<file path="config.mk">
export PLATFORM = sky130hd
export DESIGN_NAME = source_tokenizer_flat
export DESIGN_NICKNAME = d
export VERILOG_FILES = /design/src/rtl/sttok_pkg.sv /design/src/rtl/sttok_if.sv /design/src/rtl/sttok_core.sv /design/src/rtl/sttok_queue.sv /design/src/rtl/source_tokenizer.sv /design/src/flat_wrapper.sv
export SDC_FILE = /design/constraint.sdc
export NUM_CORES = 1
export LEC_CHECK = 0
export ABC_AREA = 1
export BUFFER_PORTS_ARGS = -buffer_cell sky130_fd_sc_hd__buf_2
export CORE_UTILIZATION = 45
export CTS_CLUSTER_DIAMETER = 30
export CTS_CLUSTER_SIZE = 20
export DETAILED_ROUTE_END_ITERATION = 6
export RECOVER_POWER = 25
export SYNTH_ARGS = -nofsm -noshare
export SYNTH_HDL_FRONTEND = slang
export SYNTH_SLANG_ARGS = --single-unit
</file>
<file path="constraint.sdc">
create_clock -name clk -period 5.5 [get_ports clk]
set_input_delay 0.275 -clock clk [delete_from_list [all_inputs] [get_ports clk]]
set_output_delay 0.275 -clock clk [all_outputs]
set_load 0.1 [all_outputs]
</file>
<file path="src/rtl/sttok_pkg.sv">
// Package for the source tokenizer: token kinds, scan modes, default sizes
// and the character-class and keyword helpers. No dependencies.
package sttok_pkg;

  // Default sizes handed to the top level parameters.
  localparam int LEXEME_LIMIT_DEF = 99;
  localparam int LINE_BITS_DEF    = 16;
  localparam int OFFSET_BITS_DEF  = 32;

  // Fixed field widths of a token.
  localparam int KIND_BITS = 6;
  localparam int LEN_BITS  = 7;
  localparam int LEN_WIDE  = 8;   // internal length, holds lexeme limits up to 255
  localparam int KW_BITS   = 48;  // last six identifier bytes

  // Depth of the token queue in front of the result channel.
  localparam int QUEUE_DEPTH = 4;

  typedef logic [KIND_BITS-1:0] kind_t;

  localparam kind_t K_INT    = 6'd0;
  localparam kind_t K_FLOAT  = 6'd1;
  localparam kind_t K_STRING = 6'd2;
  localparam kind_t K_BOOL   = 6'd3;
  localparam kind_t K_IDENT  = 6'd4;
  localparam kind_t K_LSTR   = 6'd5;
  localparam kind_t K_LINT   = 6'd6;
  localparam kind_t K_LFLOAT = 6'd7;
  localparam kind_t K_TRUE   = 6'd8;
  localparam kind_t K_FALSE  = 6'd9;
  localparam kind_t K_PLUS   = 6'd10;
  localparam kind_t K_SPLUS  = 6'd11;
  localparam kind_t K_MINUS  = 6'd12;
  localparam kind_t K_SMINUS = 6'd13;
  localparam kind_t K_MULT   = 6'd14;
  localparam kind_t K_DIV    = 6'd15;
  localparam kind_t K_ASSIGN = 6'd16;
  localparam kind_t K_EQUAL  = 6'd17;
  localparam kind_t K_GT     = 6'd18;
  localparam kind_t K_GE     = 6'd19;
  localparam kind_t K_LT     = 6'd20;
  localparam kind_t K_LE     = 6'd21;
  localparam kind_t K_NE     = 6'd22;
  localparam kind_t K_SEMI   = 6'd23;
  localparam kind_t K_LPAREN = 6'd24;
  localparam kind_t K_RPAREN = 6'd25;
  localparam kind_t K_LBRACE = 6'd26;
  localparam kind_t K_RBRACE = 6'd27;
  localparam kind_t K_COMMA  = 6'd28;
  localparam kind_t K_IF     = 6'd29;
  localparam kind_t K_WHILE  = 6'd30;
  localparam kind_t K_FOR    = 6'd31;
  localparam kind_t K_PROC   = 6'd32;
  localparam kind_t K_WRITE  = 6'd33;
  localparam kind_t K_READ   = 6'd34;
  localparam kind_t K_EOF    = 6'd35;
  localparam kind_t K_ERROR  = 6'd36;

  // Scanner modes: what kind of token is open.
  typedef enum logic [3:0] {
    M_IDLE,
    M_STR,
    M_INT,
    M_FRAC,
    M_IDENT,
    M_MINUS,
    M_PLUS,
    M_EQ,
    M_BANG
  } mode_t;

  function automatic logic is_digit(input logic [7:0] c);
    return (c >= 8'h30) && (c <= 8'h39);
  endfunction

  function automatic logic is_alpha(input logic [7:0] c);
    return ((c >= 8'h61) && (c <= 8'h7A)) || ((c >= 8'h41) && (c <= 8'h5A));
  endfunction

  function automatic logic is_space(input logic [7:0] c);
    return (c == 8'h20) || ((c >= 8'h09) && (c <= 8'h0D));
  endfunction

  // Kind of a token that is complete after its single byte.
  function automatic kind_t single_kind(input logic [7:0] c);
    kind_t k;
    case (c)
      8'h2A:   k = K_MULT;
      8'h2F:   k = K_DIV;
      8'h3B:   k = K_SEMI;
      8'h28:   k = K_LPAREN;
      8'h29:   k = K_RPAREN;
      8'h7B:   k = K_LBRACE;
      8'h7D:   k = K_RBRACE;
      8'h3C:   k = K_LT;
      8'h3E:   k = K_GT;
      8'h2C:   k = K_COMMA;
      default: k = K_ERROR;
    endcase
    return k;
  endfunction

  // Keyword lookup on the packed identifier bytes and the lexeme length.
  function automatic kind_t kw_lookup(input logic [KW_BITS-1:0] word,
                                      input logic [LEN_WIDE-1:0] len);
    kind_t k;
    k = K_IDENT;
    if (len == 8'd2 && word == 48'h6966)         k = K_IF;
    if (len == 8'd3 && word == 48'h696E74)       k = K_INT;
    if (len == 8'd3 && word == 48'h666F72)       k = K_FOR;
    if (len == 8'd4 && word == 48'h626F6F6C)     k = K_BOOL;
    if (len == 8'd4 && word == 48'h74727565)     k = K_TRUE;
    if (len == 8'd4 && word == 48'h72656164)     k = K_READ;
    if (len == 8'd4 && word == 48'h70726F63)     k = K_PROC;
    if (len == 8'd5 && word == 48'h666C6F6174)   k = K_FLOAT;
    if (len == 8'd5 && word == 48'h66616C7365)   k = K_FALSE;
    if (len == 8'd5 && word == 48'h7772697465)   k = K_WRITE;
    if (len == 8'd5 && word == 48'h7768696C65)   k = K_WHILE;
    if (len == 8'd6 && word == 48'h737472696E67) k = K_STRING;
    return k;
  endfunction

endpackage

</file>
<file path="src/rtl/sttok_if.sv">
// Valid/ready channel interfaces for source bytes and tokens.
// Depends on sttok_pkg for the fixed token field widths and the default sizes.
interface sttok_in_if;
  logic       valid;
  logic       ready;
  logic [7:0] char_byte;
  logic       end_of_input;

  modport source (output valid, output char_byte, output end_of_input, input ready);
  modport sink   (input valid, input char_byte, input end_of_input, output ready);
endinterface

interface sttok_out_if #(
  parameter int LINE_BITS   = sttok_pkg::LINE_BITS_DEF,
  parameter int OFFSET_BITS = sttok_pkg::OFFSET_BITS_DEF
);
  logic                            valid;
  logic                            ready;
  logic [sttok_pkg::KIND_BITS-1:0] token_kind;
  logic [LINE_BITS-1:0]            start_line;
  logic [OFFSET_BITS-1:0]          start_offset;
  logic [sttok_pkg::LEN_BITS-1:0]  lexeme_length;
  logic                            last_in_run;

  modport source (output valid, output token_kind, output start_line,
                  output start_offset, output lexeme_length, output last_in_run,
                  input ready);
  modport sink   (input valid, input token_kind, input start_line,
                  input start_offset, input lexeme_length, input last_in_run,
                  output ready);
endinterface

</file>
<file path="src/rtl/sttok_core.sv">
// Scanner core: mode, counters and positions, updated once per accepted item.
// Produces zero, one or two tokens per item. Depends on sttok_pkg.
module sttok_core #(
  parameter int LEXEME_LIMIT = sttok_pkg::LEXEME_LIMIT_DEF,
  parameter int LINE_BITS    = sttok_pkg::LINE_BITS_DEF,
  parameter int OFFSET_BITS  = sttok_pkg::OFFSET_BITS_DEF,
  parameter int TOK_BITS     = sttok_pkg::KIND_BITS + LINE_BITS + OFFSET_BITS
                               + sttok_pkg::LEN_BITS + 1
) (
  input  logic                clk,
  input  logic                rst_n,
  input  logic                accept,
  input  logic [7:0]          char_byte,
  input  logic                end_of_input,
  output logic [1:0]          emit_n,
  output logic [TOK_BITS-1:0] tok_a,
  output logic [TOK_BITS-1:0] tok_b
);
  import sttok_pkg::*;

  localparam int CNT_BITS = $clog2(LEXEME_LIMIT + 1);

  typedef struct packed {
    kind_t                kind;
    logic [LINE_BITS-1:0]   line;
    logic [OFFSET_BITS-1:0] offset;
    logic [LEN_BITS-1:0]    len;
    logic                   last;
  } tok_t;

  mode_t                  mode_r, mode_nxt;
  logic [KW_BITS-1:0]     kw_r, kw_nxt;
  logic [CNT_BITS-1:0]    cnt_r, cnt_nxt;
  logic [LINE_BITS-1:0]   line_r, line_nxt;
  logic [OFFSET_BITS-1:0] pos_r, pos_nxt;
  logic [OFFSET_BITS-1:0] tso_r, tso_nxt;
  logic [LINE_BITS-1:0]   tsl_r, tsl_nxt;

  logic [CNT_BITS-1:0] cnt_inc;
  logic [LEN_WIDE-1:0] cnt_len;
  logic [LEN_WIDE-1:0] inc_len;
  logic                restart;

  // First emission closes the open token; second starts at the current byte.
  logic                ce_v, se_v;
  kind_t               ce_kind, se_kind;
  logic [LEN_WIDE-1:0] ce_len, se_len;
  tok_t                t_close, t_start;

  assign cnt_inc = (cnt_r < CNT_BITS'(LEXEME_LIMIT)) ? cnt_r + 1'b1 : cnt_r;
  assign cnt_len = LEN_WIDE'(cnt_r);
  assign inc_len = LEN_WIDE'(cnt_inc);

  // Next-state and emission logic for one item.
  always_comb begin
    mode_nxt = mode_r;
    kw_nxt   = kw_r;
    cnt_nxt  = cnt_r;
    line_nxt = line_r;
    pos_nxt  = pos_r;
    tso_nxt  = tso_r;
    tsl_nxt  = tsl_r;
    ce_v     = 1'b0;
    ce_kind  = K_ERROR;
    ce_len   = LEN_WIDE'(1);
    se_v     = 1'b0;
    se_kind  = K_ERROR;
    se_len   = LEN_WIDE'(1);
    restart  = 1'b0;
    if (accept && end_of_input) begin
      // Flush whatever is open, then the end-of-file token.
      ce_v = (mode_r != M_IDLE);
      unique case (mode_r)
        M_STR:   begin ce_kind = K_ERROR;  ce_len = cnt_len; end
        M_INT:   begin ce_kind = K_LINT;   ce_len = cnt_len; end
        M_FRAC:  begin ce_kind = K_LFLOAT; ce_len = cnt_len; end
        M_IDENT: begin ce_kind = kw_lookup(kw_r, cnt_len); ce_len = cnt_len; end
        M_MINUS: ce_kind = K_MINUS;
        M_PLUS:  ce_kind = K_PLUS;
        M_EQ:    ce_kind = K_ASSIGN;
        M_BANG:  ce_kind = K_ERROR;
        default: ce_kind = K_ERROR;
      endcase
      se_v     = 1'b1;
      se_kind  = K_EOF;
      se_len   = '0;
      tsl_nxt  = line_r;
      tso_nxt  = pos_r;
      cnt_nxt  = '0;
      mode_nxt = M_IDLE;
    end else if (accept) begin
      // Continue the open token, or mark the byte as the start of a new one.
      unique case (mode_r)
        M_STR: begin
          cnt_nxt = cnt_inc;
          if (char_byte == 8'h22) begin
            ce_v = 1'b1; ce_kind = K_LSTR; ce_len = inc_len; mode_nxt = M_IDLE;
          end
        end
        M_INT: begin
          if (is_digit(char_byte)) begin
            cnt_nxt = cnt_inc;
          end else if (char_byte == 8'h2E) begin
            cnt_nxt = cnt_inc; mode_nxt = M_FRAC;
          end else begin
            ce_v = 1'b1; ce_kind = K_LINT; ce_len = cnt_len; restart = 1'b1;
          end
        end
        M_FRAC: begin
          if (is_digit(char_byte)) begin
            cnt_nxt = cnt_inc;
          end else begin
            ce_v = 1'b1; ce_kind = K_LFLOAT; ce_len = cnt_len; restart = 1'b1;
          end
        end
        M_IDENT: begin
          if (is_alpha(char_byte) || is_digit(char_byte) || char_byte == 8'h5F) begin
            cnt_nxt = cnt_inc;
            kw_nxt  = {kw_r[KW_BITS-9:0], char_byte};
          end else begin
            ce_v = 1'b1; ce_kind = kw_lookup(kw_r, cnt_len); ce_len = cnt_len;
            restart = 1'b1;
          end
        end
        M_MINUS: begin
          if (is_digit(char_byte)) begin
            cnt_nxt = cnt_inc; mode_nxt = M_INT;
          end else if (char_byte == 8'h2D) begin
            ce_v = 1'b1; ce_kind = K_SMINUS; ce_len = LEN_WIDE'(2); mode_nxt = M_IDLE;
          end else begin
            ce_v = 1'b1; ce_kind = K_MINUS; restart = 1'b1;
          end
        end
        M_PLUS: begin
          if (char_byte == 8'h2B) begin
            ce_v = 1'b1; ce_kind = K_SPLUS; ce_len = LEN_WIDE'(2); mode_nxt = M_IDLE;
          end else begin
            ce_v = 1'b1; ce_kind = K_PLUS; restart = 1'b1;
          end
        end
        M_EQ: begin
          ce_v = 1'b1;
          if (char_byte == 8'h3D) begin
            ce_kind = K_EQUAL; ce_len = LEN_WIDE'(2); mode_nxt = M_IDLE;
          end else if (char_byte == 8'h3C) begin
            ce_kind = K_LE; ce_len = LEN_WIDE'(2); mode_nxt = M_IDLE;
          end else if (char_byte == 8'h3E) begin
            ce_kind = K_GE; ce_len = LEN_WIDE'(2); mode_nxt = M_IDLE;
          end else begin
            ce_kind = K_ASSIGN; restart = 1'b1;
          end
        end
        M_BANG: begin
          ce_v = 1'b1;
          if (char_byte == 8'h3D) begin
            ce_kind = K_NE; ce_len = LEN_WIDE'(2); mode_nxt = M_IDLE;
          end else begin
            ce_kind = K_ERROR; restart = 1'b1;
          end
        end
        default: restart = 1'b1;
      endcase

      // A new token begins at this byte.
      if (restart) begin
        tsl_nxt  = line_r;
        tso_nxt  = pos_r;
        cnt_nxt  = CNT_BITS'(1);
        mode_nxt = M_IDLE;
        if (is_space(char_byte)) begin
          mode_nxt = M_IDLE;
        end else if (char_byte == 8'h22) begin
          mode_nxt = M_STR;
        end else if (is_digit(char_byte)) begin
          mode_nxt = M_INT;
        end else if (char_byte == 8'h2D) begin
          mode_nxt = M_MINUS;
        end else if (is_alpha(char_byte) || char_byte == 8'h5F) begin
          mode_nxt = M_IDENT;
          kw_nxt   = KW_BITS'(char_byte);
        end else if (char_byte == 8'h2B) begin
          mode_nxt = M_PLUS;
        end else if (char_byte == 8'h3D) begin
          mode_nxt = M_EQ;
        end else if (char_byte == 8'h21) begin
          mode_nxt = M_BANG;
        end else begin
          se_v    = 1'b1;
          se_kind = single_kind(char_byte);
        end
      end

      // Position advances; the line count saturates.
      pos_nxt = pos_r + 1'b1;
      if (char_byte == 8'h0A && line_r != '1) begin
        line_nxt = line_r + 1'b1;
      end
    end
  end

  // Token records and their packing order.
  always_comb begin
    t_close.kind   = ce_kind;
    t_close.line   = tsl_r;
    t_close.offset = tso_r;
    t_close.len    = ce_len[LEN_BITS-1:0];
    t_close.last   = !se_v;
    t_start.kind   = se_kind;
    t_start.line   = line_r;
    t_start.offset = pos_r;
    t_start.len    = se_len[LEN_BITS-1:0];
    t_start.last   = 1'b1;
    emit_n = 2'(ce_v) + 2'(se_v);
    tok_a  = ce_v ? TOK_BITS'(t_close) : TOK_BITS'(t_start);
    tok_b  = TOK_BITS'(t_start);
  end

  always_ff @(posedge clk) begin
    if (!rst_n) begin
      mode_r <= M_IDLE;
      kw_r   <= '0;
      cnt_r  <= '0;
      line_r <= LINE_BITS'(1);
      pos_r  <= '0;
      tso_r  <= '0;
      tsl_r  <= LINE_BITS'(1);
    end else begin
      mode_r <= mode_nxt;
      kw_r   <= kw_nxt;
      cnt_r  <= cnt_nxt;
      line_r <= line_nxt;
      pos_r  <= pos_nxt;
      tso_r  <= tso_nxt;
      tsl_r  <= tsl_nxt;
    end
  end

endmodule

</file>
<file path="src/rtl/sttok_queue.sv">
// Token queue between the scanner and the result channel; takes up to two
// tokens per cycle and hands out one. Depends on sttok_pkg.
module sttok_queue #(
  parameter int TOK_BITS = 64
) (
  input  logic                clk,
  input  logic                rst_n,
  input  logic [1:0]          push_n,
  input  logic [TOK_BITS-1:0] push_a,
  input  logic [TOK_BITS-1:0] push_b,
  output logic                room,
  output logic                head_valid,
  input  logic                pop,
  output logic [TOK_BITS-1:0] head
);
  import sttok_pkg::*;

  localparam int PTR_BITS = $clog2(QUEUE_DEPTH);
  localparam int CNT_BITS = $clog2(QUEUE_DEPTH + 1);

  logic [TOK_BITS-1:0] mem_r [QUEUE_DEPTH];
  logic [PTR_BITS-1:0] wr_r, wr_nxt, rd_r, rd_nxt, wr_next_slot;
  logic [CNT_BITS-1:0] cnt_r, cnt_nxt;
  logic                do_pop;

  // Room for two tokens means any item can be taken.
  assign room       = (cnt_r <= CNT_BITS'(QUEUE_DEPTH - 2));
  assign head_valid = (cnt_r != '0);
  assign head       = mem_r[rd_r];
  assign do_pop     = pop && head_valid;

  assign wr_next_slot = wr_r + 1'b1;

  always_comb begin
    wr_nxt  = wr_r + PTR_BITS'(push_n);
    rd_nxt  = do_pop ? rd_r + 1'b1 : rd_r;
    cnt_nxt = cnt_r + CNT_BITS'(push_n) - CNT_BITS'(do_pop);
  end

  // Storage writes.
  always_ff @(posedge clk) begin
    if (push_n != 2'd0) begin
      mem_r[wr_r] <= push_a;
    end
    if (push_n == 2'd2) begin
      mem_r[wr_next_slot] <= push_b;
    end
  end

  always_ff @(posedge clk) begin
    if (!rst_n) begin
      wr_r  <= '0;
      rd_r  <= '0;
      cnt_r <= '0;
    end else begin
      wr_r  <= wr_nxt;
      rd_r  <= rd_nxt;
      cnt_r <= cnt_nxt;
    end
  end

endmodule

</file>
<file path="src/rtl/source_tokenizer.sv">
// Top level of the streaming source tokenizer: scanner core plus token queue.
// Depends on sttok_pkg, sttok_if, sttok_core and sttok_queue.
//
//   Channel   Dir  Moves                        Transfer when
//   in_ch     in   char_byte, end_of_input      valid && ready
//   out_ch    out  token kind, line, offset,    valid && ready
//                  length, last_in_run
//
// One byte is taken per cycle; the scanner state updates in that same cycle
// and the zero, one or two tokens it yields enter a four-entry queue.
// in_ch.ready is high while the queue has room for two tokens, so the byte
// rate is one per cycle while the sink takes one token per cycle, except in
// a run of bytes that each yield two tokens; those wait for the queue to drain.
// A token is registered in the queue when the byte that completes it is taken.
// Reset (synchronous, active low) empties the queue and returns the scanner
// to idle at line 1, offset 0.
module source_tokenizer #(
  parameter int LEXEME_LIMIT = sttok_pkg::LEXEME_LIMIT_DEF,
  parameter int LINE_BITS    = sttok_pkg::LINE_BITS_DEF,
  parameter int OFFSET_BITS  = sttok_pkg::OFFSET_BITS_DEF
) (
  input  logic   clk,
  input  logic   rst_n,
  sttok_in_if.sink    in_ch,
  sttok_out_if.source out_ch
);
  import sttok_pkg::*;

  localparam int TOK_BITS = KIND_BITS + LINE_BITS + OFFSET_BITS + LEN_BITS + 1;

  typedef struct packed {
    kind_t                  kind;
    logic [LINE_BITS-1:0]   line;
    logic [OFFSET_BITS-1:0] offset;
    logic [LEN_BITS-1:0]    len;
    logic                   last;
  } tok_t;

  logic                accept;
  logic [1:0]          emit_n;
  logic [TOK_BITS-1:0] tok_a, tok_b, head;
  logic                room;
  tok_t                head_tok;

  assign in_ch.ready = room;
  assign accept      = in_ch.valid && room;

  sttok_core #(
    .LEXEME_LIMIT (LEXEME_LIMIT),
    .LINE_BITS    (LINE_BITS),
    .OFFSET_BITS  (OFFSET_BITS),
    .TOK_BITS     (TOK_BITS)
  ) u_core (
    .clk          (clk),
    .rst_n        (rst_n),
    .accept       (accept),
    .char_byte    (in_ch.char_byte),
    .end_of_input (in_ch.end_of_input),
    .emit_n       (emit_n),
    .tok_a        (tok_a),
    .tok_b        (tok_b)
  );

  sttok_queue #(
    .TOK_BITS (TOK_BITS)
  ) u_queue (
    .clk        (clk),
    .rst_n      (rst_n),
    .push_n     (emit_n),
    .push_a     (tok_a),
    .push_b     (tok_b),
    .room       (room),
    .head_valid (out_ch.valid),
    .pop        (out_ch.ready),
    .head       (head)
  );

  // Unpack the queue head onto the result channel.
  assign head_tok             = tok_t'(head);
  assign out_ch.token_kind    = head_tok.kind;
  assign out_ch.start_line    = head_tok.line;
  assign out_ch.start_offset  = head_tok.offset;
  assign out_ch.lexeme_length = head_tok.len;
  assign out_ch.last_in_run   = head_tok.last;

endmodule

</file>
<file path="src/flat_wrapper.sv">
// flat-port wrapper written by rule: the top's interface ports become plain ports
module source_tokenizer_flat import sttok_pkg::*;
#(
  parameter int LEXEME_LIMIT = sttok_pkg::LEXEME_LIMIT_DEF,
  parameter int LINE_BITS    = sttok_pkg::LINE_BITS_DEF,
  parameter int OFFSET_BITS  = sttok_pkg::OFFSET_BITS_DEF
)
  (clk, rst_n, in_ch_valid, in_ch_char_byte, in_ch_end_of_input, in_ch_ready, out_ch_valid, out_ch_token_kind, out_ch_start_line, out_ch_start_offset, out_ch_lexeme_length, out_ch_last_in_run, out_ch_ready);
  sttok_in_if in_ch_i ();
  sttok_out_if #(.LINE_BITS(LINE_BITS), .OFFSET_BITS(OFFSET_BITS)) out_ch_i ();
  input  logic clk;
  input  logic rst_n;
  input wire logic [$bits(in_ch_i.valid)-1:0] in_ch_valid;
  input wire logic [$bits(in_ch_i.char_byte)-1:0] in_ch_char_byte;
  input wire logic [$bits(in_ch_i.end_of_input)-1:0] in_ch_end_of_input;
  output wire logic [$bits(in_ch_i.ready)-1:0] in_ch_ready;
  output wire logic [$bits(out_ch_i.valid)-1:0] out_ch_valid;
  output wire logic [$bits(out_ch_i.token_kind)-1:0] out_ch_token_kind;
  output wire logic [$bits(out_ch_i.start_line)-1:0] out_ch_start_line;
  output wire logic [$bits(out_ch_i.start_offset)-1:0] out_ch_start_offset;
  output wire logic [$bits(out_ch_i.lexeme_length)-1:0] out_ch_lexeme_length;
  output wire logic [$bits(out_ch_i.last_in_run)-1:0] out_ch_last_in_run;
  input wire logic [$bits(out_ch_i.ready)-1:0] out_ch_ready;
  assign in_ch_i.valid = in_ch_valid;
  assign in_ch_i.char_byte = in_ch_char_byte;
  assign in_ch_i.end_of_input = in_ch_end_of_input;
  assign in_ch_ready = in_ch_i.ready;
  assign out_ch_valid = out_ch_i.valid;
  assign out_ch_token_kind = out_ch_i.token_kind;
  assign out_ch_start_line = out_ch_i.start_line;
  assign out_ch_start_offset = out_ch_i.start_offset;
  assign out_ch_lexeme_length = out_ch_i.lexeme_length;
  assign out_ch_last_in_run = out_ch_i.last_in_run;
  assign out_ch_i.ready = out_ch_ready;
  source_tokenizer #(.LEXEME_LIMIT(LEXEME_LIMIT), .LINE_BITS(LINE_BITS), .OFFSET_BITS(OFFSET_BITS)) u_core (.clk(clk), .rst_n(rst_n), .in_ch(in_ch_i), .out_ch(out_ch_i));
endmodule
</file>
==> impl_metrics.ini, run 1 <==
[power_and_ir_drop]
p_switching_uw = 6670
pwr-share-comb = 0.332
p_leak_uw = 0.0102
peakVddDrop_mv = 0.380
p_int_uw = 9370
pwr-share-clk = 0.401
swShare = 0.416
seqPwrFrac = 0.267
power_uw = 16000
power_density_mw_per_mm2 = 606

[worst_setup_path]
crit_required_ps = 5790
cpLargestDelayFamily = simple AND/OR/NAND/NOR gates
critPathMaxStageDelay_ps = 410
crit_top_cell = nor2_1
start_kind = flop
rr_worst_depth = 19
crit_type = flop to flop
worstPathMaxFanout = 50
cp-end-kind = flop
critical_path_depth = 19
crit_chain = nor2_1 > inv_1 > nor2_1 > nand2_1 > clkinv_1 > nand3_1 > nand2_1 > nor2_1 > nand2_1 > nand2_1 > nor2_1 > nor2_1 > ha_1 > nor3_1 > buf_4 > clkinv_1 > buf_4 > nand2_2 > buf_12
cpMaxStageDelayCell = nand2_1
crit_buf_inv = 6
critPathArrivalTime_ps = 4740

[logic_synthesis]
synth_area_sq_mm = 0.0221
synth.avg_cell_area_sq_um = 7.40
ys_seq_area_frac = 0.474
ys_ff_latch = 412
synth_cells = 2981
syn_nets = 3008
yosysTopAreaCell = edfxtp_1
yosys_warnings = 0
yosys-top-cells-area = edfxtp_1, dfxtp_1, nand2_1
synth_flop_cell = edfxtp_1
ys_types = 48
synth_edf_count = 220
synth_top_cell_area_share = 0.299
async_flop_share = 0

[sta]
fmax_ghz = 0.225
setup_tns_ps = 0
fin_worst_skew_ps = 16.2
whs_ps = 121
slew_headroom = -0.386
rsz0062_at_grt = false
hold_viol_final = 0
post-route-worst-setup-slack_ps = 1050
min_period_ps = 4450
setup_viol = 0
drv_slew = 87
worst_slew_pin_slew_ps = 2080
period_share = 0.809

[clocking]
cts_resized = 0
root_buffer = clkbuf_16
path_clk_slew_ps = 40
clkLatencyLatePin_ps = 640
cts_tree = done
cts.htree.levels = 3
cts_buffers = 103
cts.sinks = 412
cts_buffer_depth = 3

[floorplanning]
start_util = 0.459
fp-row-count = 80
core_area_sq_mm = 0.0480
die-area_sq_mm = 0.0499
die_x_microns = 223
die_height_microns = 223
ioPinCount = 77

[finish]
diodes = 0
finalCoreUtilization = 0.551
filler_cell_count = 4499
nets = 3037
area_growth_syn_to_layout_pct = 19.9
drive_above_1_share = 0.104

[route]
wirelength_microns = 68600
drtIter0Drc = 1832
via_count = 20478
ant_nets = 0
vias_per_cell = 5.51
drc_errors = 0
dr.pass1.iters = 5
wl_per_cell_microns = 18.5

[global_route]
grt_pass1_wl_microns = 108000
grt_util_all_layers = 0.274
antenna_found_initial = 1
grt_max_degree = 92
grt_pass1_vias = 19775
overflow = 0

[flow_run]
drv_cap = 2

[status]
violations = max-capacitance violations, max-slew violations
status = finished, violations left

[placement]
gp_congestion = 0.967
post-dp-hpwl_microns = 41500
port_buffers = 76
pre_cts_slack_ps = 1380

[worst_hold_path]
hold_path.class = primary input to flop
hold_depth = 4
==> worst min-delay path: stages <==
cell     delay, ps
buf_2          110
nand2_1         60
inv_1          170
a21oi_1         90
==> routing by layer <==
| metal | share of wire | vias to the layer above | routed length [microns] | track usage |
|---|---|---|---|---|
| met5 | 0.00017 | - | 12 | 0 |
| met2 | 0.46 | 725 | 31400 | 0.437 |
| li1 | - | 9957 | - | - |
| met1 | 0.45 | 9667 | 30900 | 0.375 |
| met4 | 0.024 | 2 | 1620 | 0.0950 |
| met3 | 0.069 | 127 | 4750 | 0.0489 |
==> cell usage in the layout, fill, tap and decap left out, drive strengths merged, types with 18 or more instances in the layout <==
| master | count |
|---|---|
| nand2 | 752 |
| o21ai | 540 |
| nor2 | 434 |
| inv | 263 |
| edfxtp | 220 |
| dfxtp | 192 |
| clkbuf | 160 |
| nand3 | 88 |
| a21oi | 84 |
| o22ai | 71 |
| buf | 67 |
| clkinv | 45 |
| nor3 | 39 |
| nand4 | 28 |
| xor2 | 25 |
| bufinv | 18 |
==> cells by family after synthesis <==
| family | share of synthesized area |
|---|---|
| compound gates | 0.176 |
| xor+xnor | 0.0103 |
| fa+ha+maj | 0.00828 |
| buf+inv | 0.0821 |
| flops | 0.474 |
| simple gates | 0.250 |
==> state kept, by name (all words and copies together) (netlist names), 3 cells and up, named ones only <==
register	cells
u_core.u_core.cnt_r	7
u_core.u_core.kw_r	48
u_core.u_core.line_r	16
u_core.u_core.mode_r	4
u_core.u_core.pos_r	32
u_core.u_core.tsl_r	16
u_core.u_core.tso_r	32
u_core.u_queue.cnt_r	3
u_core.u_queue.mem_r	248
==> Yosys cell counts (all sizes together), types with 5 or more instances <==
cell    count
edfxtp    220
a21oi      84
o21a        8
nand2     752
inv       262
nor2      434
nand3b      5
nand4      28
nand3      88
nor4        8
ha         13
buf        39
o22ai      71
clkbuf    150
nor3       39
dfxtp     192
xor2       25
o21ai     540
==> power by group through the flow <==
stage / combinational (uW) / clock, uW / sequential, uW
CTS: 5380 / 6500 / 4280
global placement: 5320 / 0 / 4310
finish: 5320 / 6440 / 4280
global route: 5660 / 6660 / 4350
floorplan: 4210 / 0 / 4260
detailed placement: 5360 / 0 / 4330
==> layout make-up <==
cell class	count	area [sq um]	share of cell area
clock buffers	121	2810	0.106
clock inverters	75	936	0.0354
inverters	264	992	0.0375
multi-input cells	2116	9810	0.371
flip-flops and latches	412	10500	0.395
well taps	615	769	0.0291
repair buffers	113	674	0.0255
==> repair_timing <==
action                                  CTS  global route
endpoints found under the hold margin     7             0
endpoints found under the setup margin    0             0
setup buffers                             0             0
hold buffers                              7             0
==> final timing paths <==
check	slack (ps)	start	endpoint
setup / recovery	1050	u_core.u_core.mode_r[3]$_SDFFE_PP0P_	u_core.u_queue.mem_r[1][45]$_DFFE_PP_
setup reg to reg	1050	u_core.u_core.mode_r[3]$_SDFFE_PP0P_	u_core.u_queue.mem_r[1][45]$_DFFE_PP_
hold reg to reg	450	u_core.u_queue.mem_r[2][3]$_SDFFE_PP0P_	u_core.u_queue.mem_r[2][3]$_SDFFE_PP0P_
hold / removal	120	out_ch_ready	flop
==> stage by stage <==
step | cells | instance area (sq um)
final | 3716 | 26500
after global placement | 3513 | 22700
after detailed placement | 3513 | 22700
after CTS | 3716 | 26600
after global routing | 3716 | 26500
after floorplan | 2981 | 22100
(Power assumes the default switching activity.)
==> inputs of run 2 (changes only) <==
ABC_AREA = 0   (was 1)
clock period = 4.5 ns   (was 5.5 ns; I/O delays follow)
==> impl_metrics.ini, run 2 <==
[status]
status = finished, violations left
violations = max-capacitance violations, max-slew violations

[power_and_ir_drop]
pwr-share-clk = 0.409
p_int_uw = 10400
p_switching_uw = 6570
swShare = 0.387
seqPwrFrac = 0.288
pwr-share-comb = 0.303
power_density_mw_per_mm2 = 694
peakVddDrop_mv = 0.549
p_leak_uw = 0.00829

[logic_synthesis]
ys_ff_latch = 412
synth.avg_cell_area_sq_um = 11.2
yosysTopAreaCell = edfxtp_1
synth.top_cells.by_count = a22o_1, edfxtp_1, dfxtp_1
synth_top_family_by_area = compound AO/OA/AOI/OAI gates
synth-simple-area-share = 0.151
syn_nets = 1821
synth-compound-area-share = 0.182
synth.area.mux_share = 0.0739
yosys_warnings = 0
synth_top_cell_area_share = 0.328
synth_flop_cell = edfxtp_1
ys_types = 80
async_flop_share = 0
synth_cells = 1794
synth_edf_count = 220
synth_area_sq_mm = 0.0201
synth_xor_area_frac = 0.0218
yosysMostFrequentCell = a22o_1
yosys-top-cells-area = edfxtp_1, dfxtp_1, a22o_1
ys_seq_area_frac = 0.519
synth_adder_area_share = 0.00908

[clocking]
clkLatencyLatePin_ps = 620
cts_tree = done
cts_buffers = 94
cts.htree.levels = 3
postCtsSetupRepairBufs = 0
path_clk_slew_ps = 50
cts.sinks = 412
root_buffer = clkbuf_16
cts_buffer_depth = 3

[worst_setup_path]
critPathArrivalTime_ps = 4500
reg2reg_to = u_core.u_queue.mem_r[1][46]$_DFFE_PP_
cp-end-kind = flop
worstPathMaxFanout = 29
crit_chain = nor4b_1 > or4b_1 > o2111ai_2 > o21ai_2 > nor2_8 > buf_4 > ha_1 > inv_1 > or3_1 > and2_1 > clkinvlp_4 > buf_12
rr_worst_depth = 12
worstSetupStartpoint = u_core.u_core.mode_r[0]$_SDFFE_PP0P_
r2r-start = u_core.u_core.mode_r[0]$_SDFFE_PP0P_
crit_required_ps = 4800
reg2reg_slack_ps = 300
critPathMaxStageDelay_ps = 630
start_kind = flop
crit_type = flop to flop
crit_end = u_core.u_queue.mem_r[1][46]$_DFFE_PP_
cpMaxStageDelayCell = or4b_1

[sta]
fin_worst_skew_ps = 20.7
fmax_ghz = 0.238
whs_ps = 34.9
hold_viol_final = 0
setup_tns_ps = 0
worst_slew_pin_slew_ps = 1600
drv_slew = 40
rsz0062_at_grt = false
period_share = 0.934
slew_headroom = -0.0636
setup_viol = 0
min_period_ps = 4200

[floorplanning]
die-area_sq_mm = 0.0456
core_area_sq_mm = 0.0441
ioPinCount = 77
start_util = 0.456
fp-row-count = 77
die_height_microns = 213
die_x_microns = 213

[flow_run]
drv_cap = 2

[finish]
final_cells = 2524
layout_commonest_cell = a22o_1
largest_reg_flops = 248
nets = 1880
drive_above_1_share = 0.166
layout_common_cells = a22o_1, edfxtp_1, dfxtp_1
area_growth_syn_to_layout_pct = 21.5
finalCoreUtilization = 0.554
top_register = u_core.u_queue.mem_r
reg_top3 = u_core.u_queue.mem_r: 248 flops, u_core.u_core.kw_r: 48 flops
diodes = 0
fin_area_sq_mm = 0.0244

[route]
wl_per_cell_microns = 22.7
via_count = 15453
drc_errors = 0
vias_per_cell = 6.12
drtIter0Drc = 1338
ant_nets = 0
dr.pass1.iters = 5
wirelength_microns = 57400

[placement]
post-dp-hpwl_microns = 35400
gp_congestion = 0.919
placed_cell_area_sq_mm = 0.0213
dp_cells = 2348
port_buffers = 76

[global_route]
overflow = 0
grt_pass1_vias = 15363
grt_pass1_wl_microns = 89100
grt_max_degree = 99
antenna_found_initial = 0
grt_util_all_layers = 0.254

[worst_hold_path]
hold_start = in_ch_char_byte[6]
hold_path.class = primary input to flop
## run 2: kinds of logic after synthesis
kind of cell / count (synthesis)
AO/OA/AOI/OAI: 489
buffers and inverters: 210
adder cells (fa/ha/maj): 14
flip-flops: 412
multiplexers: 71
XOR/XNOR: 50
AND/OR/NAND/NOR: 548
## run 2: critical path: cells and delay by family (launching register included)
kind,cells,cell delay [ps]
buffers and inverters,4,780
adder cells (fa/ha/maj),1,280
AO/OA/AOI/OAI,2,290
AND/OR/NAND/NOR,5,1910
flip-flops,1,600
## run 2: per-layer routing
| layer | routed length, microns | share of wire | global-route usage | up-vias |
|---|---|---|---|---|
| met3 | 3460 | 0.060 | 0.0470 | 107 |
| met4 | 1520 | 0.027 | 0.101 | 0 |
| met2 | 28000 | 0.49 | 0.423 | 536 |
| li1 | - | - | - | 7090 |
| met5 | 0 | 0 | 0 | - |
| met1 | 24300 | 0.42 | 0.328 | 7720 |
## run 2: power groups by stage
stage / clock (uW) / combinational, uW / sequential, uW
floorplan: 0 / 4090 / 4740
global placement: 0 / 5220 / 4920
detailed placement: 0 / 5230 / 4960
CTS: 7030 / 5240 / 4900
global route: 7250 / 5360 / 4940
finish: 6950 / 5140 / 4880
## run 2: worst min path at each step
stage / endpoint / slack, ps / cells after the start
detailed placement: u_core.u_queue.mem_r[2][3]$_SDFFE_PP0P_ / 450 / 2
global route: u_core.u_core.kw_r[6]$_SDFFE_PN0P_ / 60 / 3
CTS: u_core.u_core.kw_r[6]$_SDFFE_PN0P_ / 10 / 3
global placement: u_core.u_queue.mem_r[2][7]$_SDFFE_PP0P_ / 440 / 2
floorplan: u_core.u_queue.mem_r[1][3]$_SDFFE_PP0P_ / 420 / 2
finish: u_core.u_core.kw_r[6]$_SDFFE_PN0P_ / 30 / 3
## run 2: repair_timing
item                                    4_1_cts  5_1_grt
hold endpoints to repair                      1        0
hold buffers                                  1        0
gates resized for setup                       0        0
endpoints found under the setup margin        0        0
## run 2: cell type report
type                    instances  area [sq um]
clock inverters                64           782
flip-flops and latches        412         10500
repair buffers                143           991
clock buffers                 111          2490
multi-input cells            1172          8860
inverters                      30           128
fillers                      3853         19700
well taps                     592           741
## run 2: stage by stage
step / power (uW) / worst slack, ps
after CTS: 17200 / 383
after global routing: 17500 / 93.7
after detailed placement: 10200 / 315
after floorplan: 8830 / 7.98
after global placement: 10100 / 343
final: 17000 / 298
==> inputs of run 3 (changes only) <==
CORE_ASPECT_RATIO = 0.5   (was default)
MAX_ROUTING_LAYER = met4   (was default)
==> impl_metrics.ini, run 3 (synthesized netlist as in run 2, its figures left out) <==
[clocking]
cts_resized = 0
cts.sinks = 412
cts.htree.levels = 2
cts_tree = done
root_buffer = clkbuf_16
postCtsSetupRepairBufs = 0
clkLatencyLatePin_ps = 610
holdBufCountCts = 0
path_clk_slew_ps = 60
cts_buffers = 56
cts_buffer_depth = 3

[floorplanning]
start_util = 0.459
die_height_microns = 152
ioPinCount = 77
core_area_sq_mm = 0.0438
die-area_sq_mm = 0.0456
fp-row-count = 54
die_x_microns = 301

[route]
via_count = 14881
drc_errors = 4
vias_per_cell = 6.09
wirelength_microns = 54900
wl_per_cell_microns = 22.5
dr.pass1.iters = 7
ant_nets = 0
drtIter0Drc = 1165

[finish]
layout_common_cells = a22o_1, edfxtp_1, dfxtp_1
layout_commonest_cell = a22o_1
nets = 1837
area_growth_syn_to_layout_pct = 14.7
finalCoreUtilization = 0.526
drive_above_1_share = 0.146
diodes = 0
largest_reg_flops = 248
fin_area_sq_mm = 0.0231
top_register = u_core.u_queue.mem_r
reg_top3 = u_core.u_queue.mem_r: 248 flops, u_core.u_core.kw_r: 48 flops

[flow_run]
drv_cap = 1

[power_and_ir_drop]
pwr-share-comb = 0.348
p_switching_uw = 6050
p_leak_uw = 0.00769
peakVddDrop_mv = 0.426
pwr-share-clk = 0.316
seqPwrFrac = 0.336
swShare = 0.416
power_uw = 14500
p_int_uw = 8490
power_density_mw_per_mm2 = 630

[worst_setup_path]
start_kind = flop
crit_required_ps = 4960
r2r-start = u_core.u_core.mode_r[0]$_SDFFE_PP0P_
crit_type = flop to flop
worstPathMaxFanout = 31
cp-end-kind = flop
crit_chain = nor4b_1 > or4b_1 > o2111ai_2 > o21ai_2 > nor2_8 > inv_2 > ha_1 > nor2_1 > nand2_1 > o21ai_4 > buf_12 > a22o_1
worstSetupStartpoint = u_core.u_core.mode_r[0]$_SDFFE_PP0P_
critPathArrivalTime_ps = 4670
cpMaxStageDelayCell = dfxtp_1
critPathMaxStageDelay_ps = 700

[sta]
hold_viol_final = 0
post-route-worst-setup-slack_ps = 292
fin_worst_skew_ps = 38.5
setup_tns_ps = 0
setup_viol = 0
slew_headroom = -0.261
fmax_ghz = 0.238
drv_slew = 49
worst_slew_pin_slew_ps = 1890
min_period_ps = 4210
period_share = 0.935
rsz0062_at_grt = false

[worst_hold_path]
hold_path.class = primary input to flop
hold_start = in_ch_char_byte[5]

[placement]
placed_cell_area_sq_mm = 0.0212
port_buffers = 76
pre_cts_slack_ps = 283
post-dp-hpwl_microns = 33300
gp_congestion = 0.938

[global_route]
grt_max_degree = 97
antenna_found_initial = 0
overflow = 0
grt_util_all_layers = 0.247
grt_pass1_wl_microns = 84600
grt_pass1_vias = 14341

[status]
violations = design-rule violations, max-capacitance violations, max-slew violations
status = finished, violations left
run 3: cell type report:
cell class | instances | area [sq um]
Inverter | 30 | 128
Timing Repair Buffer | 138 | 927
Clock inverter | 38 | 480
Tap cell | 588 | 736
Fill cell | 3776 | 20800
Multi-Input combinational cell | 1172 | 8860
Clock buffer | 67 | 1490
Sequential cell | 412 | 10500
run 3: per-layer routing:
| layer | global-route usage | share of wire | up-vias |
|---|---|---|---|
| met5 | - | 0 | - |
| met4 | 0.0787 | 0.024 | 0 |
| met3 | 0.0355 | 0.056 | 91 |
| met2 | 0.392 | 0.47 | 440 |
| met1 | 0.330 | 0.45 | 7376 |
| li1 | - | - | 6974 |
run 3: worst paths after layout:
check	slack, ps	endpoint	cells after the start
worst min-delay path	60	u_core.u_core.kw_r[5]$_SDFFE_PN0P_	3
worst min register to register	450	u_core.u_queue.mem_r[3][3]$_SDFFE_PP0P_	2
worst max-delay path	290	u_core.u_queue.mem_r[2][29]$_DFFE_PP_	12
worst max register to register	290	u_core.u_queue.mem_r[2][29]$_DFFE_PP_	12
run 3: metrics by stage:
step / instances / hold slack (ps)
after floorplan: 1794 / 420
after global placement: 2340 / 434
after detailed placement: 2340 / 437
after CTS: 2445 / 40.4
after global routing: 2445 / 71.2
final: 2445 / 63.4
run 3: critical path, delay by kind of cell, from the launching register on:
kind	cells	cell delay, ps
simple gates	5	1590
compound gates	4	1160
flops	1	700
buf+inv	2	360
fa+ha+maj	1	250
run 3: power groups by stage:
stage / logic, uW / clock network (uW) / registers (uW)
5_1_grt: 5270 / 4850 / 4950
3_5_place_dp: 5160 / 0 / 4980
6_report: 5060 / 4600 / 4890
2_1_floorplan: 4090 / 0 / 4740
3_3_place_gp: 5170 / 0 / 4950
4_1_cts: 5170 / 4680 / 4900
